`src/rtl/core/fobf_pkg.sv`:
```
// Package for the first-fit / best-fit partition allocator.
// Holds the item types, status and kind codes, the scan link type and the FSM states.
// No dependencies; every other file in rtl/core uses it.
`default_nettype none

package fobf_pkg;

    // Default sizes of the partition table.
    localparam int NUM_PARTITIONS_DEF = 16;
    localparam int SIZE_BITS_DEF      = 16;

    // Fixed field widths of the item payloads.
    localparam int AMOUNT_W   = 16;
    localparam int PART_NUM_W = 5;
    localparam int FREE_W     = 20;
    localparam int STATUS_W   = 3;

    // Item kinds.
    localparam logic KIND_LOAD    = 1'b0;
    localparam logic KIND_REQUEST = 1'b1;

    // Placement policies.
    localparam logic POLICY_FIRST = 1'b0;
    localparam logic POLICY_BEST  = 1'b1;

    // Result status codes.
    localparam logic [STATUS_W-1:0] STATUS_LOADED    = 3'd0;
    localparam logic [STATUS_W-1:0] STATUS_ALLOCATED = 3'd1;
    localparam logic [STATUS_W-1:0] STATUS_NO_FIT    = 3'd2;
    localparam logic [STATUS_W-1:0] STATUS_SKIPPED   = 3'd3;
    localparam logic [STATUS_W-1:0] STATUS_FULL      = 3'd4;

    // Input item.
    typedef struct packed {
        logic                kind;
        logic [AMOUNT_W-1:0] amount;
    } in_item_t;

    // Result item.
    typedef struct packed {
        logic [STATUS_W-1:0]   status;
        logic [PART_NUM_W-1:0] partition_number;
        logic [FREE_W-1:0]     free_total;
    } out_item_t;

    // Control part of the search record handed from cell to cell.
    typedef struct packed {
        logic active;
        logic found;
    } scan_link_t;

    // Controller states.
    typedef enum logic [1:0] {
        ST_IDLE,
        ST_SCAN,
        ST_RESOLVE
    } state_t;

endpackage

`default_nettype wire

```
`src/rtl/core/fobf_cell.sv`:
```
// One cell of the partition chain: stores one partition's free size and
// compares it against the passing search record. Depends on fobf_pkg.
`default_nettype none

module fobf_cell #(
    parameter int SIZE_BITS  = fobf_pkg::SIZE_BITS_DEF,
    parameter int CNT_W      = 5,
    parameter int IDX_W      = 4,
    parameter int CELL_INDEX = 0
) (
    input  wire                            clk,
    input  wire                            rst_n,
    input  wire                            policy,
    input  wire [fobf_pkg::AMOUNT_W-1:0]   req_amount,
    input  wire [CNT_W-1:0]                loaded_count,
    input  wire                            wr_en,
    input  wire [IDX_W-1:0]                wr_idx,
    input  wire [SIZE_BITS-1:0]            wr_data,
    input  wire fobf_pkg::scan_link_t      link_in,
    input  wire [SIZE_BITS-1:0]            best_val_in,
    input  wire [IDX_W-1:0]                best_idx_in,
    output fobf_pkg::scan_link_t           link_out,
    output logic [SIZE_BITS-1:0]           best_val_out,
    output logic [IDX_W-1:0]               best_idx_out
);

    localparam int CW = (SIZE_BITS > fobf_pkg::AMOUNT_W) ? SIZE_BITS : fobf_pkg::AMOUNT_W;
    localparam logic [IDX_W-1:0] MY_IDX = IDX_W'(CELL_INDEX);
    localparam logic [CNT_W-1:0] MY_CNT = CNT_W'(CELL_INDEX);

    logic [SIZE_BITS-1:0]  size_reg;
    fobf_pkg::scan_link_t  link_reg;
    fobf_pkg::scan_link_t  link_next;
    logic [SIZE_BITS-1:0]  best_val_reg;
    logic [IDX_W-1:0]      best_idx_reg;
    logic                  loaded;
    logic                  fits;
    logic                  take;

    // Stored free size; written by loads and by allocation updates.
    always_ff @(posedge clk)
    begin
        if (wr_en && (wr_idx == MY_IDX))
        begin
            size_reg <= wr_data;
        end
    end

    // Decide whether this cell becomes the current pick.
    always_comb
    begin
        loaded = (MY_CNT < loaded_count);
        fits   = loaded && (CW'(size_reg) >= CW'(req_amount));
        take   = link_in.active && fits &&
                 (!link_in.found || ((policy == fobf_pkg::POLICY_BEST) &&
                                     (size_reg < best_val_in)));
        link_next.active = link_in.active;
        link_next.found  = link_in.found || take;
    end

    // Search record control toward the next cell.
    always_ff @(posedge clk or negedge rst_n)
    begin
        if (!rst_n)
        begin
            link_reg <= '0;
        end
        else
        begin
            link_reg <= link_next;
        end
    end

    // Best candidate so far travels along with the record.
    always_ff @(posedge clk)
    begin
        best_val_reg <= take ? size_reg : best_val_in;
        best_idx_reg <= take ? MY_IDX : best_idx_in;
    end

    assign link_out     = link_reg;
    assign best_val_out = best_val_reg;
    assign best_idx_out = best_idx_reg;

endmodule

`default_nettype wire

```
`src/rtl/core/first_or_best_fit_allocator_top.sv`:
```
// Top level of the first-fit / best-fit partition allocator.
// Depends on fobf_pkg and fobf_cell.
`default_nettype none

// Usage:
// The input channel (in_valid, in_stall, in_item) carries load and request items;
// the output channel (out_valid, out_stall, out_item) returns one result item per input item.
// cfg_we with cfg_data selects the placement rule (0 first fit, 1 best fit); write it
// only while the block is idle.
// A load or a skipped request goes from acceptance to the resolve state, which writes its result.
// A request that searches the table enters the first of NUM_PARTITIONS cells in
// the cycle after acceptance and moves one cell per cycle; the pick is latched as the
// record leaves the last cell, and the chosen entry and the result are written in the
// resolve state. The next item is accepted in the cycle after the result is
// registered, so the block works on one item at a time.
// A finished result waits in the output register; the next item is accepted
// while it waits, and only the write of the following result waits on out_stall.
// Reset empties the table, clears the failure flag, the free total and the
// policy (first fit). The stored partition sizes are not cleared.

module first_or_best_fit_allocator_top #(
    parameter int NUM_PARTITIONS = fobf_pkg::NUM_PARTITIONS_DEF,
    parameter int SIZE_BITS      = fobf_pkg::SIZE_BITS_DEF
) (
    input  wire                      clk,
    input  wire                      rst_n,
    input  wire                      in_valid,
    output logic                     in_stall,
    input  wire fobf_pkg::in_item_t  in_item,
    output logic                     out_valid,
    input  wire                      out_stall,
    output fobf_pkg::out_item_t      out_item,
    input  wire                      cfg_we,
    input  wire                      cfg_data
);

    localparam int IDX_W = (NUM_PARTITIONS > 1) ? $clog2(NUM_PARTITIONS) : 1;
    localparam int CNT_W = $clog2(NUM_PARTITIONS + 1);
    localparam int CW    = (SIZE_BITS > fobf_pkg::AMOUNT_W) ? SIZE_BITS : fobf_pkg::AMOUNT_W;
    localparam logic [CNT_W-1:0]     FULL_COUNT = CNT_W'(NUM_PARTITIONS);
    localparam logic [SIZE_BITS-1:0] SIZE_MAX   = {SIZE_BITS{1'b1}};

    fobf_pkg::state_t                state_reg;
    fobf_pkg::state_t                state_next;
    logic                            kind_reg;
    logic [fobf_pkg::AMOUNT_W-1:0]   amount_reg;
    logic                            policy_reg;
    logic [CNT_W-1:0]                count_reg;
    logic [CNT_W-1:0]                count_next;
    logic                            halted_reg;
    logic                            halted_next;
    logic [fobf_pkg::FREE_W-1:0]     free_sum_reg;
    logic [fobf_pkg::FREE_W-1:0]     free_sum_next;
    logic                            found_reg;
    logic [IDX_W-1:0]                pick_idx_reg;
    logic [SIZE_BITS-1:0]            pick_val_reg;
    logic                            scan_start_reg;
    logic                            out_valid_reg;
    logic                            out_valid_next;
    fobf_pkg::out_item_t             out_item_reg;
    fobf_pkg::out_item_t             out_item_next;

    logic                            accept;
    logic                            start_scan;
    logic                            commit;
    logic                            wr_en;
    logic [IDX_W-1:0]                wr_idx;
    logic [SIZE_BITS-1:0]            wr_data;
    logic [CW-1:0]                   amt_w;
    logic [SIZE_BITS-1:0]            sat_amount;
    logic [CW-1:0]                   shrunk_w;

    fobf_pkg::scan_link_t            link [0:NUM_PARTITIONS];
    logic [SIZE_BITS-1:0]            bval [0:NUM_PARTITIONS];
    logic [IDX_W-1:0]                bidx [0:NUM_PARTITIONS];

    // Head of the chain: a fresh search record enters once the request amount is latched.
    assign link[0].active = scan_start_reg;
    assign link[0].found  = 1'b0;
    assign bval[0]        = '0;
    assign bidx[0]        = '0;

    // The row of cells, one per partition.
    for (genvar g = 0; g < NUM_PARTITIONS; g++)
    begin : g_cell
        fobf_cell #(
            .SIZE_BITS  (SIZE_BITS),
            .CNT_W      (CNT_W),
            .IDX_W      (IDX_W),
            .CELL_INDEX (g)
        ) u_cell (
            .clk          (clk),
            .rst_n        (rst_n),
            .policy       (policy_reg),
            .req_amount   (amount_reg),
            .loaded_count (count_reg),
            .wr_en        (wr_en),
            .wr_idx       (wr_idx),
            .wr_data      (wr_data),
            .link_in      (link[g]),
            .best_val_in  (bval[g]),
            .best_idx_in  (bidx[g]),
            .link_out     (link[g+1]),
            .best_val_out (bval[g+1]),
            .best_idx_out (bidx[g+1])
        );
    end

    // Arithmetic on the latched amount.
    always_comb
    begin
        amt_w      = CW'(amount_reg);
        sat_amount = (amt_w > CW'(SIZE_MAX)) ? SIZE_MAX : amt_w[SIZE_BITS-1:0];
        shrunk_w   = CW'(pick_val_reg) - amt_w;
    end

    // Controller: next state, handshake and the result of each item.
    always_comb
    begin
        state_next     = state_reg;
        in_stall       = 1'b1;
        accept         = 1'b0;
        start_scan     = 1'b0;
        commit         = 1'b0;
        wr_en          = 1'b0;
        wr_idx         = pick_idx_reg;
        wr_data        = shrunk_w[SIZE_BITS-1:0];
        count_next     = count_reg;
        halted_next    = halted_reg;
        free_sum_next  = free_sum_reg;
        out_item_next  = out_item_reg;
        out_valid_next = out_valid_reg && out_stall;

        unique case (state_reg)
            fobf_pkg::ST_IDLE:
            begin
                in_stall = 1'b0;
                accept   = in_valid;
                if (in_valid)
                begin
                    start_scan = (in_item.kind == fobf_pkg::KIND_REQUEST) && !halted_reg;
                    state_next = start_scan ? fobf_pkg::ST_SCAN : fobf_pkg::ST_RESOLVE;
                end
            end
            fobf_pkg::ST_SCAN:
            begin
                if (link[NUM_PARTITIONS].active)
                begin
                    state_next = fobf_pkg::ST_RESOLVE;
                end
            end
            fobf_pkg::ST_RESOLVE:
            begin
                if (!out_valid_reg || !out_stall)
                begin
                    commit         = 1'b1;
                    out_valid_next = 1'b1;
                    state_next     = fobf_pkg::ST_IDLE;
                    out_item_next.partition_number = '0;
                    if (kind_reg == fobf_pkg::KIND_LOAD)
                    begin
                        if (count_reg == FULL_COUNT)
                        begin
                            out_item_next.status = fobf_pkg::STATUS_FULL;
                        end
                        else
                        begin
                            wr_en         = 1'b1;
                            wr_idx        = count_reg[IDX_W-1:0];
                            wr_data       = sat_amount;
                            count_next    = count_reg + CNT_W'(1);
                            free_sum_next = free_sum_reg + fobf_pkg::FREE_W'(sat_amount);
                            out_item_next.status = fobf_pkg::STATUS_LOADED;
                        end
                    end
                    else if (halted_reg)
                    begin
                        out_item_next.status = fobf_pkg::STATUS_SKIPPED;
                    end
                    else if (!found_reg)
                    begin
                        halted_next          = 1'b1;
                        out_item_next.status = fobf_pkg::STATUS_NO_FIT;
                    end
                    else
                    begin
                        wr_en         = 1'b1;
                        free_sum_next = free_sum_reg - fobf_pkg::FREE_W'(amount_reg);
                        out_item_next.status = fobf_pkg::STATUS_ALLOCATED;
                        out_item_next.partition_number =
                            fobf_pkg::PART_NUM_W'({1'b0, pick_idx_reg} + (IDX_W + 1)'(1));
                    end
                    out_item_next.free_total = free_sum_next;
                end
            end
            default:
            begin
                state_next = fobf_pkg::ST_IDLE;
            end
        endcase
    end

    // Control registers.
    always_ff @(posedge clk or negedge rst_n)
    begin
        if (!rst_n)
        begin
            state_reg      <= fobf_pkg::ST_IDLE;
            policy_reg     <= fobf_pkg::POLICY_FIRST;
            count_reg      <= '0;
            halted_reg     <= 1'b0;
            free_sum_reg   <= '0;
            scan_start_reg <= 1'b0;
            out_valid_reg  <= 1'b0;
        end
        else
        begin
            state_reg      <= state_next;
            count_reg      <= count_next;
            halted_reg     <= halted_next;
            free_sum_reg   <= free_sum_next;
            scan_start_reg <= start_scan;
            out_valid_reg  <= out_valid_next;
            if (cfg_we)
            begin
                policy_reg <= cfg_data;
            end
        end
    end

    // Payload registers: the accepted item, the search outcome and the result item.
    always_ff @(posedge clk)
    begin
        if (accept)
        begin
            kind_reg   <= in_item.kind;
            amount_reg <= in_item.amount;
        end
        if (link[NUM_PARTITIONS].active)
        begin
            found_reg    <= link[NUM_PARTITIONS].found;
            pick_idx_reg <= bidx[NUM_PARTITIONS];
            pick_val_reg <= bval[NUM_PARTITIONS];
        end
        if (commit)
        begin
            out_item_reg <= out_item_next;
        end
    end

    assign out_valid = out_valid_reg;
    assign out_item  = out_item_reg;

`ifndef SYNTHESIS
    logic [NUM_PARTITIONS-1:0] scan_active;

    for (genvar a = 0; a < NUM_PARTITIONS; a++)
    begin : g_scan_active
        assign scan_active[a] = link[a+1].active;
    end

    // Only one search record may be in flight along the chain.
    assert property (@(posedge clk) disable iff (!rst_n) $onehot0(scan_active))
        else $error("more than one search record in the cell chain");

    // The record leaves the chain only while the controller waits for it.
    assert property (@(posedge clk) disable iff (!rst_n)
        link[NUM_PARTITIONS].active |-> (state_reg == fobf_pkg::ST_SCAN))
        else $error("search record left the chain outside a scan");

    // A granted partition is always one that has been loaded.
    assert property (@(posedge clk) disable iff (!rst_n)
        (commit && (kind_reg == fobf_pkg::KIND_REQUEST) && !halted_reg && found_reg)
        |-> (CNT_W'(pick_idx_reg) < count_reg))
        else $error("allocation picked a partition that was never loaded");

    // The failure flag only clears through reset.
    assert property (@(posedge clk) disable iff (!rst_n) !$fell(halted_reg))
        else $error("failure flag cleared without reset");
`endif

endmodule

`default_nettype wire
```
`config.mk`:
```
export PLATFORM = sky130hd
export DESIGN_NAME = first_or_best_fit_allocator_top
export DESIGN_NICKNAME = d
export VERILOG_FILES = /design/src/rtl/core/fobf_pkg.sv /design/src/rtl/core/fobf_cell.sv /design/src/rtl/core/first_or_best_fit_allocator_top.sv
export SDC_FILE = /design/constraint.sdc
export NUM_CORES = 1
export LEC_CHECK = 0
export BUFFER_PORTS_ARGS = -buffer_cell sky130_fd_sc_hd__buf_2
export CAP_MARGIN = 10
export CORE_ASPECT_RATIO = 0.9
export CORE_UTILIZATION = 30
export CTS_CLUSTER_DIAMETER = 50
export DETAILED_ROUTE_END_ITERATION = 6
export PLACE_DENSITY_LB_ADDON = 0.25
export SLEW_MARGIN = 20
export SYNTH_ARGS = -nofsm -noshare
export SYNTH_HDL_FRONTEND = slang
export SYNTH_SLANG_ARGS = --single-unit
```
`constraint.sdc`:
```
create_clock -name clk -period 3.3 [get_ports clk]
set_input_delay 0.33 -clock clk [delete_from_list [all_inputs] [get_ports clk]]
set_output_delay 0.33 -clock clk [all_outputs]
set_load 0.02 [all_outputs]
```
==> results of run 1 <==
cell families (layout without fill, tap and decap cells):
| kind of cell | count (synthesis) | count (layout) | synth area share |
|---|---|---|---|
| buf+inv | 373 | 699 | 0.0413 |
| simple gates | 544 | 544 | 0.0792 |
| mux | 243 | 243 | 0.0782 |
| flops | 690 | 690 | 0.487 |
| compound gates | 641 | 642 | 0.119 |
| other cells | 0 | 2 | 0 |
| xor+xnor | 31 | 31 | 0.00762 |
| fa+ha+maj | 534 | 534 | 0.188 |
synthesized netlist by cell type, drive strengths merged, types with 6 or more instances:
cell     instances
nand4           61
nor2b           46
clkbuf          31
o221ai          10
mux2           241
xnor2           18
a21oi          191
a211o           10
a31oi           16
or2             29
buf             30
dfxtp          305
o31ai           13
o21ai          117
o2111ai         22
a21o           120
a221oi           8
nand2           98
dfrtp           63
a21boi           7
and2            31
nand2b          59
o21a            12
a22o             8
o211ai          17
a2111oi         14
nand3b           7
nor2           123
inv            311
ha             531
xor2            13
a211oi          32
nor3b            6
nor4             7
nand3           32
edfxtp         322
nor3            26
how the worst min path moves through the flow:
stage	start	slack, ns	depth (start not counted)	to
4_1_cts	in_valid	0.06	5	state_reg[1]
6_report	in_valid	0.11	5	state_reg[1]
5_1_grt	in_valid	0.13	5	state_reg[1]
3_5_place_dp	g_cell[2].u_cell.link_out[1]	0.36	0	g_cell[3].u_cell.link_out[1]
3_3_place_gp	g_cell[2].u_cell.link_out[1]	0.36	0	g_cell[3].u_cell.link_out[1]
2_1_floorplan	rst_n	0.03	0	count_reg[0]
what timing repair did:
action,4_1_cts,5_1_grt
endpoints found under the setup margin,0,69
hold buffers,21,0
setup buffers,0,3
gates resized for setup,0,13
hold endpoints to repair,54,0
metrics by stage:
stage	std cells	area, um2
3_3_place_gp	4763	39000
4_1_cts	4952	42400
6_report	4958	42500
5_1_grt	4956	42500
3_5_place_dp	4763	39000
2_1_floorplan	3056	35700
critical path: cells and delay by family, from the launching register on:
kind | cells | cell delay [ns]
buf+inv | 4 | 0.86
compound gates | 5 | 0.83
flops | 1 | 0.39
mux | 1 | 0.36
simple gates | 1 | 0.32
fa+ha+maj | 1 | 0.29
power breakdown:
part | internal (mW) | switching, mW | total, mW | leakage (nW)
clock | 6.18 | 4.03 | 10.2 | 1.53
sequential | 9.43 | 0.277 | 9.70 | 6.24
combinational | 1.60 | 2.89 | 4.48 | 9.74
total | 17.2 | 7.19 | 24.4 | 17.5
routing by layer:
| layer | vias to the layer above | GRT usage | share of wire |
|---|---|---|---|
| li1 | 11700 | - | - |
| met1 | 11600 | 0.271 | 0.50 |
| met2 | 544 | 0.284 | 0.44 |
| met3 | 126 | 0.0235 | 0.046 |
| met4 | 0 | 0.0457 | 0.022 |
| met5 | - | 0 | 0 |
area by class of cell:
class / instances / area share
Clock inverter: 49 / 0.0141
Sequential cell: 690 / 0.409
Antenna cell: 2 / 0.000118
Inverter: 312 / 0.0278
Clock buffer: 119 / 0.0595
Tap cell: 1573 / 0.0463
Multi-Input combinational cell: 1994 / 0.400
Timing Repair Buffer: 219 / 0.0438
==> out/qor.yml, run 1 <==
synthesis:
  synth_top_area_share: 0.271
  synth_area_per_cell_um2: 11.7
  postSynthCellCount: 3056
  synth_nets: 3613
  yosys_warnings: 0
  synth.distinct_cells: 89
  netlist_area_um2: 35700
  async_reset_ff_frac: 0.0913
  seq_area_frac_synth: 0.487
  synth-main-ff-cell: "edfxtp_1"
  synth_edf_count: 322
  synth_area_leader_cell: "edfxtp_1"
  yosys-top-cells-area: "edfxtp_1 (27%), ha_1 (19%), dfxtp_1 (17%), mux2_2 (7.2%), dfrtp_1 (4.4%)"
  synth_seq_cells: 690
min_path:
  hold_class: "input pin to flop"
layout:
  multi_input_area_um2: 17000
  final_core_util: 0.361
  seq_area_um2: 17400
  syn2layout_area_growth_pct: 19.1
  nNetsFinal: 3863
  final_common_cell: "ha_1"
  final_cell_mix: "ha_1 (531), edfxtp_1 (322), inv_1 (309)"
  fillers: 11400
  drive_gt1_frac: 0.196
floorplanning:
  die_w_um: 365
  die_h_um: 329
  floorplan.initialDensity: 0.303
  rows: 119
  core_region_area_um2: 117000
  dieArea_um2: 120000
  ios: 53
cts:
  clock_path_buffers: 3
  numClockSinks: 690
  clk_latency_ns: 0.67
  cts_tree: "yes"
  htreeDepth: 3
  clk_pin_slew_ns: 0.06
  cts_root_buf: "clkbuf_16"
  cts_made_buffers: 89
sta:
  timing.hold.ws_ns: 0.111
  clock-skew-final_ns: 0.0383
  worst_pin_slew_ns: 0.972
  period_minus_slack_ns: 3.18
  fin_setup_tns_ns: 0
  setup_viol: 0
  drv_slew: 0
  relSlewSlack: 0.352
  finalHoldViolations: 0
  timing.fmax_mhz: 315
  setup_slack_ns: 0.123
  fin_crit_sh: 0.963
detailed_routing:
  drc: 0
  drt_iter0_markers: 1786
  routed_wl_um: 111000
  num_vias: 24000
  drtPass1Iterations: 5
  antenna_left: 0
  wl_per_cell_um: 22.3
  via_per_inst: 4.84
critical_path:
  worstSetupPathType: "flop to flop"
  crit_start: "amount_reg[1]"
  ff2ff_path_depth: 12
  reg2reg_from: "amount_reg[1]"
  crit_slowest_cell: "edfxtp_1"
  cp-start-kind: "flop"
  crit_path_max_incr_delay_ns: 0.39
  cp.arrival_ns: 3.71
  cp_max_fo: 7
  path_common_cell: "buf_4"
  rr_endpoint: "g_cell[1].u_cell.best_val_out[5]"
  endpoint: "g_cell[1].u_cell.best_val_out[5]"
  r2r_slack_ns: 0.12
  path_cells: "clkinvlp_4, buf_4, buf_4, ha_1, a21o_1, a21o_1, a21oi_1, or3_1, a211o_1, a211oi_4, buf_4, mux2_2"
  cp-end-kind: "flop"
  worstPathRequired_ns: 3.83
global_route:
  grt_max_degree: 38
  grt_usage: 0.184
  grt_pass1_wl_um: 162000
  grt_overflow: 0
  grt_pass1_vias: 23800
  grt_antenna_before_repair: 5
placement:
  post-place-ws_ns: 0.0673
  place.gp.congestion: 0.872
  portBuffers: 52
  dp_hpwl_um: 80700
job:
  maxCapViolCount: 0
outcome:
  status: "finished, final reports clean"
pwr:
  irDropWorstVdd_uv: 368
  power_density_nw_per_um2: 574
  finalPower_mw: 24.4
  p_leak_nw: 17.5
Note: power is estimated with default switching activity, not from simulation.
==> run 2: changes to the inputs <==
Clock period 3.3 ns to 2.6 ns, I/O delays scaled along.
==> run 2 against run 1 <==
  * The flow now finishes with violations (setup timing)
  * Worst hold slack got worse by 0.028 ns
  * Die area did not move
  * First-iteration DRC count shrank 8.4%
  * Clock power rose by 18%
  * Critical path depth is 1 higher
  * Wire length grew 5.6%
  * Core utilization grew 5.4 points
  * Largest cell class is now multi-input gates
==> out/qor.yml, run 2 (same netlist as run 1, synthesis figures left out) <==
global_route:
  grt_pass1_vias: 26000  # was 23800
  grt_pass1_wl_um: 170000  # was 162000 um
  grt_antenna_before_repair: 7  # was 5
  grt_overflow: 0  # unchanged
  grt_usage: 0.192  # was 0.184
  grt_max_degree: 37  # was 38
sta:
  relSlewSlack: 0.456  # was 0.352
  fin_crit_sh: 1.13  # was 0.963
  setup_viol: 546  # was 0
  drv_slew: 0  # unchanged
  finalHoldViolations: 0  # unchanged
  worst_pin_slew_ns: 0.816  # was 0.972 ns
  setup_slack_ns: -0.349  # was 0.123 ns
  timing.fmax_mhz: 339  # was 315 MHz
  clock-skew-final_ns: 0.0282  # was 0.0383 ns
  period_minus_slack_ns: 2.95  # was 3.18 ns
  rsz0062_at_grt: "yes"
  fin_setup_tns_ns: -71.15  # was 0 ns
pwr:
  finalPower_mw: 32.7  # was 24.4 mW
  power_density_nw_per_um2: 669  # was 574 nW/um2
  p_leak_nw: 20.0  # was 17.5 nW
  irDropWorstVdd_uv: 557  # was 368 uV
layout:
  drive_gt1_frac: 0.344  # was 0.196
  stdcell_area_um2: 48800  # was 42500 um2
  final_cell_mix: "ha_1 (479), buf_4 (332), edfxtp_1 (322)"  # was ha_1 (531), edfxtp_1 (322), inv_1 (309)
  syn2layout_area_growth_pct: 36.9  # was 19.1%
  final_common_cell: "ha_1"  # unchanged
  nNetsFinal: 4222  # was 3863
  final_cells: 5314  # was 4958
floorplanning:
  core_region_area_um2: 117000  # unchanged
  die_w_um: 365  # unchanged
  dieArea_um2: 120000  # unchanged
  die_h_um: 329  # unchanged
  floorplan.initialDensity: 0.303  # unchanged
  rows: 119  # unchanged
  ios: 53  # unchanged
job:
  maxCapViolCount: 0  # unchanged
critical_path:
  crit_slowest_cell: "edfxtp_1"  # unchanged
  cp-end-kind: "flop"  # unchanged
  ff2ff_path_depth: 13  # was 12
  worstPathRequired_ns: 3.00  # was 3.83 ns
  crit_path_max_incr_delay_ns: 0.45  # was 0.39 ns
  path_cells: "buf_12, ha_4, inv_2, fa_2, or2_4, a21oi_4, a211oi_2, buf_4, a21o_1, o21a_1, o21bai_1, xnor2_1, o221ai_1"  # was clkinvlp_4, buf_4, buf_4, ha_1, a21o_1, a21o_1, a21oi_1, or3_1, a211o_1, a211oi_4, buf_4, mux2_2
  worstSetupPathType: "flop to flop"  # unchanged
  cp-start-kind: "flop"  # unchanged
  cp.arrival_ns: 3.35  # was 3.71 ns
  cp_max_fo: 4  # was 7
placement:
  dpl-instance-area_um2: 41800  # was 39000 um2
  dp_hpwl_um: 84700  # was 80700 um
  post-place-ws_ns: -0.444  # was 0.0673 ns
  place.gp.congestion: 0.864  # was 0.872
  portBuffers: 52  # unchanged
  placedCellCount: 4995  # was 4763
detailed_routing:
  drt_iter0_markers: 1636  # was 1786
  num_vias: 25900  # was 24000
  routed_wl_um: 117000  # was 111000 um
  wl_per_cell_um: 22.0  # was 22.3 um
  drc: 0  # unchanged
  antenna_left: 0  # unchanged
  drtPass1Iterations: 5  # unchanged
  via_per_inst: 4.88  # was 4.84
cts:
  clk_latency_ns: 0.68  # was 0.67 ns
  clk_pin_slew_ns: 0.05  # was 0.06 ns
  htreeDepth: 3  # unchanged
  cts_made_buffers: 87  # was 89
  clock_path_buffers: 3  # unchanged
  numClockSinks: 690  # unchanged
  cts_root_buf: "clkbuf_16"  # unchanged
  cts_tree: "yes"  # unchanged
outcome:
  violations: "setup timing"
  status: "finished with violations"  # was finished, final reports clean
min_path:
  hold_class: "input pin to async pin"  # was input pin to flop
==> run 2: where the power goes <==
group / internal, mW / total, mW / leakage [nW] / switching (mW)
sequential: 12.0 / 12.3 / 6.24 / 0.334
combinational: 3.78 / 8.40 / 12.4 / 4.62
clock: 6.83 / 12.0 / 1.39 / 5.13
total: 22.6 / 32.7 / 20.0 / 10.1
==> run 2: worst paths after layout <==
path / start / end / slack [ns]
hold / removal: rst_n / free_sum_reg[16] / 0.08
setup / recovery: amount_reg[0] / out_item[10] / -0.35
hold reg to reg: g_cell[0].u_cell.link_out[1] / g_cell[1].u_cell.link_out[1] / 0.37
setup reg to reg: amount_reg[0] / out_item[10] / -0.35
min in group clk: in_item[14] / amount_reg[14] / 0.29
max in group asynchronous: rst_n / policy_reg / 1.90
==> run 2: timing repair <==
item / 4_1_cts / 5_1_grt
endpoints found under the hold margin: 84 / 0
setup endpoints to repair: 815 / 831
gates cloned: 13 / 6
buffers inserted: 71 / 59
gates resized for setup: 311 / 259
pin swaps: 102 / 132
hold buffers: 22 / 0
==> run 2: metal layers <==
metal	vias up	share of wire	wire, um	track usage
met1	12700	0.48	56700	0.274
li1	12500	-	-	-
met5	-	0.00011	13	0
met3	166	0.043	5060	0.0264
met4	2	0.026	3070	0.0548
met2	582	0.45	52200	0.302
==> run 2: cell type report <==
cell class                      count  area [um2]
Multi-Input combinational cell   1995       19600
Tap cell                         1573        1970
Inverter                          312        1190
Clock buffer                      115        2390
Sequential cell                   690       17400
Timing Repair Buffer              579        5870
Fill cell                       11000       68700
Clock inverter                     48         444
Antenna cell                        2        5.00
==> run 2: critical path: cells and delay by family (launching register included) <==
| family | cells | cell delay, ns |
|---|---|---|
| fa+ha+maj | 2 | 0.48 |
| buf+inv | 3 | 0.36 |
| simple gates | 1 | 0.24 |
| compound gates | 6 | 0.96 |
| xor+xnor | 1 | 0.20 |
| flops | 1 | 0.45 |
==> run 2: per-stage QoR <==
stage / util / hold slack (ns)
after floorplan: - / -0.0356
after global placement: 0.355 / 0.246
after detailed placement: 0.355 / 0.244
after CTS: 0.401 / 0.0489
after global routing: 0.416 / 0.0822
final: 0.416 / 0.0823
==> run 3: changes to the inputs <==
Settings changed: CELL_PAD_IN_SITES_DETAIL_PLACEMENT from default to 0, CELL_PAD_IN_SITES_GLOBAL_PLACEMENT from default to 1.
==> run 3 against run 2 <==
  * The flow still finishes with violations (setup timing)
  * Global-route usage rose by 0.14 points
  * Sequential power barely moved
  * Critical path depth did not move
  * Critical path type unchanged
  * Largest cell class unchanged
==> out/qor.yml, run 3 (same netlist as run 1, synthesis figures left out) <==
outcome:
  status: "finished with violations"  # unchanged
  violations: "setup timing"  # unchanged
critical_path:
  cp.arrival_ns: 3.52  # was 3.35 ns
  path_common_cell: "buf_6"
  cp-end-kind: "flop"  # unchanged
  crit_slowest_cell: "edfxtp_1"  # unchanged
  cp_max_fo: 5  # was 4
  worstPathRequired_ns: 3.18  # was 3.00 ns
  worstSetupPathType: "flop to flop"  # unchanged
  path_cells: "buf_6, buf_6, ha_4, nand2b_4, a21o_1, a21o_1, a21oi_2, or3_1, a211o_1, a211oi_4, buf_6, buf_6, mux2_4"  # was buf_12, ha_4, inv_2, fa_2, or2_4, a21oi_4, a211oi_2, buf_4, a21o_1, o21a_1, o21bai_1, xnor2_1, o221ai_1
  crit_path_max_incr_delay_ns: 0.40  # was 0.45 ns
  cp-start-kind: "flop"  # unchanged
sta:
  finalHoldViolations: 0  # unchanged
  setup_slack_ns: -0.344  # was -0.349 ns
  timing.fmax_mhz: 340  # was 339 MHz
  fin_crit_sh: 1.13  # about the same
  clock-skew-final_ns: 0.0259  # was 0.0282 ns
  setup_viol: 509  # was 546
  worst_pin_slew_ns: 0.700  # was 0.816 ns
  drv_slew: 0  # unchanged
  period_minus_slack_ns: 2.94  # was 2.95 ns
  relSlewSlack: 0.533  # was 0.456
  rsz0062_at_grt: "yes"  # unchanged
cts:
  clock_path_buffers: 3  # unchanged
  cts_tree: "yes"  # unchanged
  cts_made_buffers: 95  # was 87
  clk_pin_slew_ns: 0.06  # was 0.05 ns
  htreeDepth: 3  # unchanged
  clk_latency_ns: 0.69  # was 0.68 ns
  cts_root_buf: "clkbuf_16"  # unchanged
  numClockSinks: 690  # unchanged
pwr:
  irDropWorstVdd_uv: 620  # was 557 uV
  comb_power_share: 0.235  # was 0.257
  p_seq_frac: 0.358  # was 0.376
  pwr-share-clk: 0.407  # was 0.366
  p_sw_mw: 10.1  # about the same
  power_density_nw_per_um2: 709  # was 669 nW/um2
  p_leak_nw: 19.9  # was 20.0 nW
  p_int_mw: 24.2  # was 22.6 mW
  p_sw_frac: 0.294  # was 0.309
job:
  maxCapViolCount: 0  # unchanged
floorplanning:
  die_w_um: 365  # unchanged
  floorplan.initialDensity: 0.303  # unchanged
  ios: 53  # unchanged
  rows: 119  # unchanged
  die_h_um: 329  # unchanged
  core_region_area_um2: 117000  # unchanged
  dieArea_um2: 120000  # unchanged
global_route:
  grt_overflow: 0  # unchanged
  grt_pass1_wl_um: 169000  # was 170000 um
  grt_max_degree: 37  # unchanged
  grt_pass1_vias: 25400  # was 26000
  grt_usage: 0.194  # was 0.192
  grt_antenna_before_repair: 6  # was 7
detailed_routing:
  drtPass1Iterations: 5  # unchanged
  drt_iter0_markers: 1572  # was 1636
  antenna_left: 0  # unchanged
  routed_wl_um: 116000  # was 117000 um
  drc: 0  # unchanged
  num_vias: 25200  # was 25900
  via_per_inst: 4.75  # was 4.88
  wl_per_cell_um: 21.9  # was 22.0 um
placement:
  portBuffers: 52  # unchanged
  dp_hpwl_um: 86200  # was 84700 um
  place.gp.congestion: 0.861  # was 0.864
  dpl-instance-area_um2: 42100  # was 41800 um2
  placedCellCount: 5015  # was 4995
min_path:
  hold_class: "input pin to async pin"  # unchanged
layout:
  syn2layout_area_growth_pct: 35.5  # was 36.9%
  stdcell_area_um2: 48300  # was 48800 um2
  drive_gt1_frac: 0.328  # was 0.344
  nNetsFinal: 4192  # was 4222
  final_cell_mix: "ha_1 (494), edfxtp_1 (322), buf_4 (322)"  # was ha_1 (479), buf_4 (332), edfxtp_1 (322)
  final_common_cell: "ha_1"  # unchanged
  final_core_util: 0.411  # was 0.416
  fillers: 11100  # was 11000
  final_cells: 5293  # was 5314
==> run 3: metal layers <==
metal	global-route usage	part of all wire	vias up	wire length [um]
met5	0	0	-	0
met1	0.279	0.49	12200	57400
met2	0.297	0.44	423	51000
li1	-	-	12400	-
met3	0.0336	0.041	159	4790
met4	0.0538	0.025	0	2960
==> run 3: final timing paths <==
| kind | slack, ns | cells past startpoint | start | endpoint |
|---|---|---|---|---|
| max | -0.34 | 13 | amount_reg[0] | g_cell[1].u_cell.best_val_out[8] |
| min | 0.13 | 2 | rst_n | free_sum_reg[12] |
| max reg2reg | -0.34 | 13 | amount_reg[0] | g_cell[1].u_cell.best_val_out[8] |
| min reg2reg | 0.37 | 0 | g_cell[7].u_cell.link_out[1] | g_cell[8].u_cell.link_out[1] |
| max in group asynchronous | 1.72 | 3 | rst_n | policy_reg |
| min in group clk | 0.30 | 2 | in_item[10] | amount_reg[10] |
==> run 3: what timing repair did <==
action	CTS	global route
setup buffers	52	23
endpoints found under the hold margin	51	0
setup endpoints to repair	816	795
pin swaps	86	66
hold buffers	22	0
gates cloned	7	3
resized for setup	212	187
==> run 3: stage by stage <==
step                total power, mW  TNS [ns]  hold slack, ns  worst slack (ns)
floorplan                      15.8    -49.55         -0.0356            -0.470
global placement               19.5   -209.45           0.310            -0.745
detailed placement             19.5   -221.11           0.305            -0.777
CTS                            34.1    -91.46          0.0993            -0.314
global route                   35.7   -139.15           0.121            -0.440
finish                         34.2    -70.53           0.126            -0.344
==> run 3: worst max-delay path, delay by kind of cell, from the launching register on <==
kind	cells	cell delay [ns]
buffers and inverters	4	0.59
AOI/OAI and AO/OA	5	0.89
DFF	1	0.40
adders and majority gates	1	0.24
and+or+nand+nor	2	0.41
muxes	1	0.30
==> run 3: final cells by class <==
cell class,count,area [um2],share of cell area
Inverter,312,1190,0.0247
Clock inverter,60,805,0.0167
Timing Repair Buffer,541,5420,0.112
Multi-Input combinational cell,1995,19000,0.393
Tap cell,1573,1970,0.0408
Antenna cell,2,5.00,0.000104
Sequential cell,690,17400,0.359
Clock buffer,120,2590,0.0537
==> run 3: power by group through the flow <==
stage	clock [mW]	sequential [mW]	combinational, mW
2_1_floorplan	0	12.6	3.28
3_3_place_gp	0	12.5	7.08
3_5_place_dp	0	12.5	7.08
4_1_cts	14.3	12.2	7.63
5_1_grt	14.7	12.3	8.67
6_report	14.0	12.3	8.04
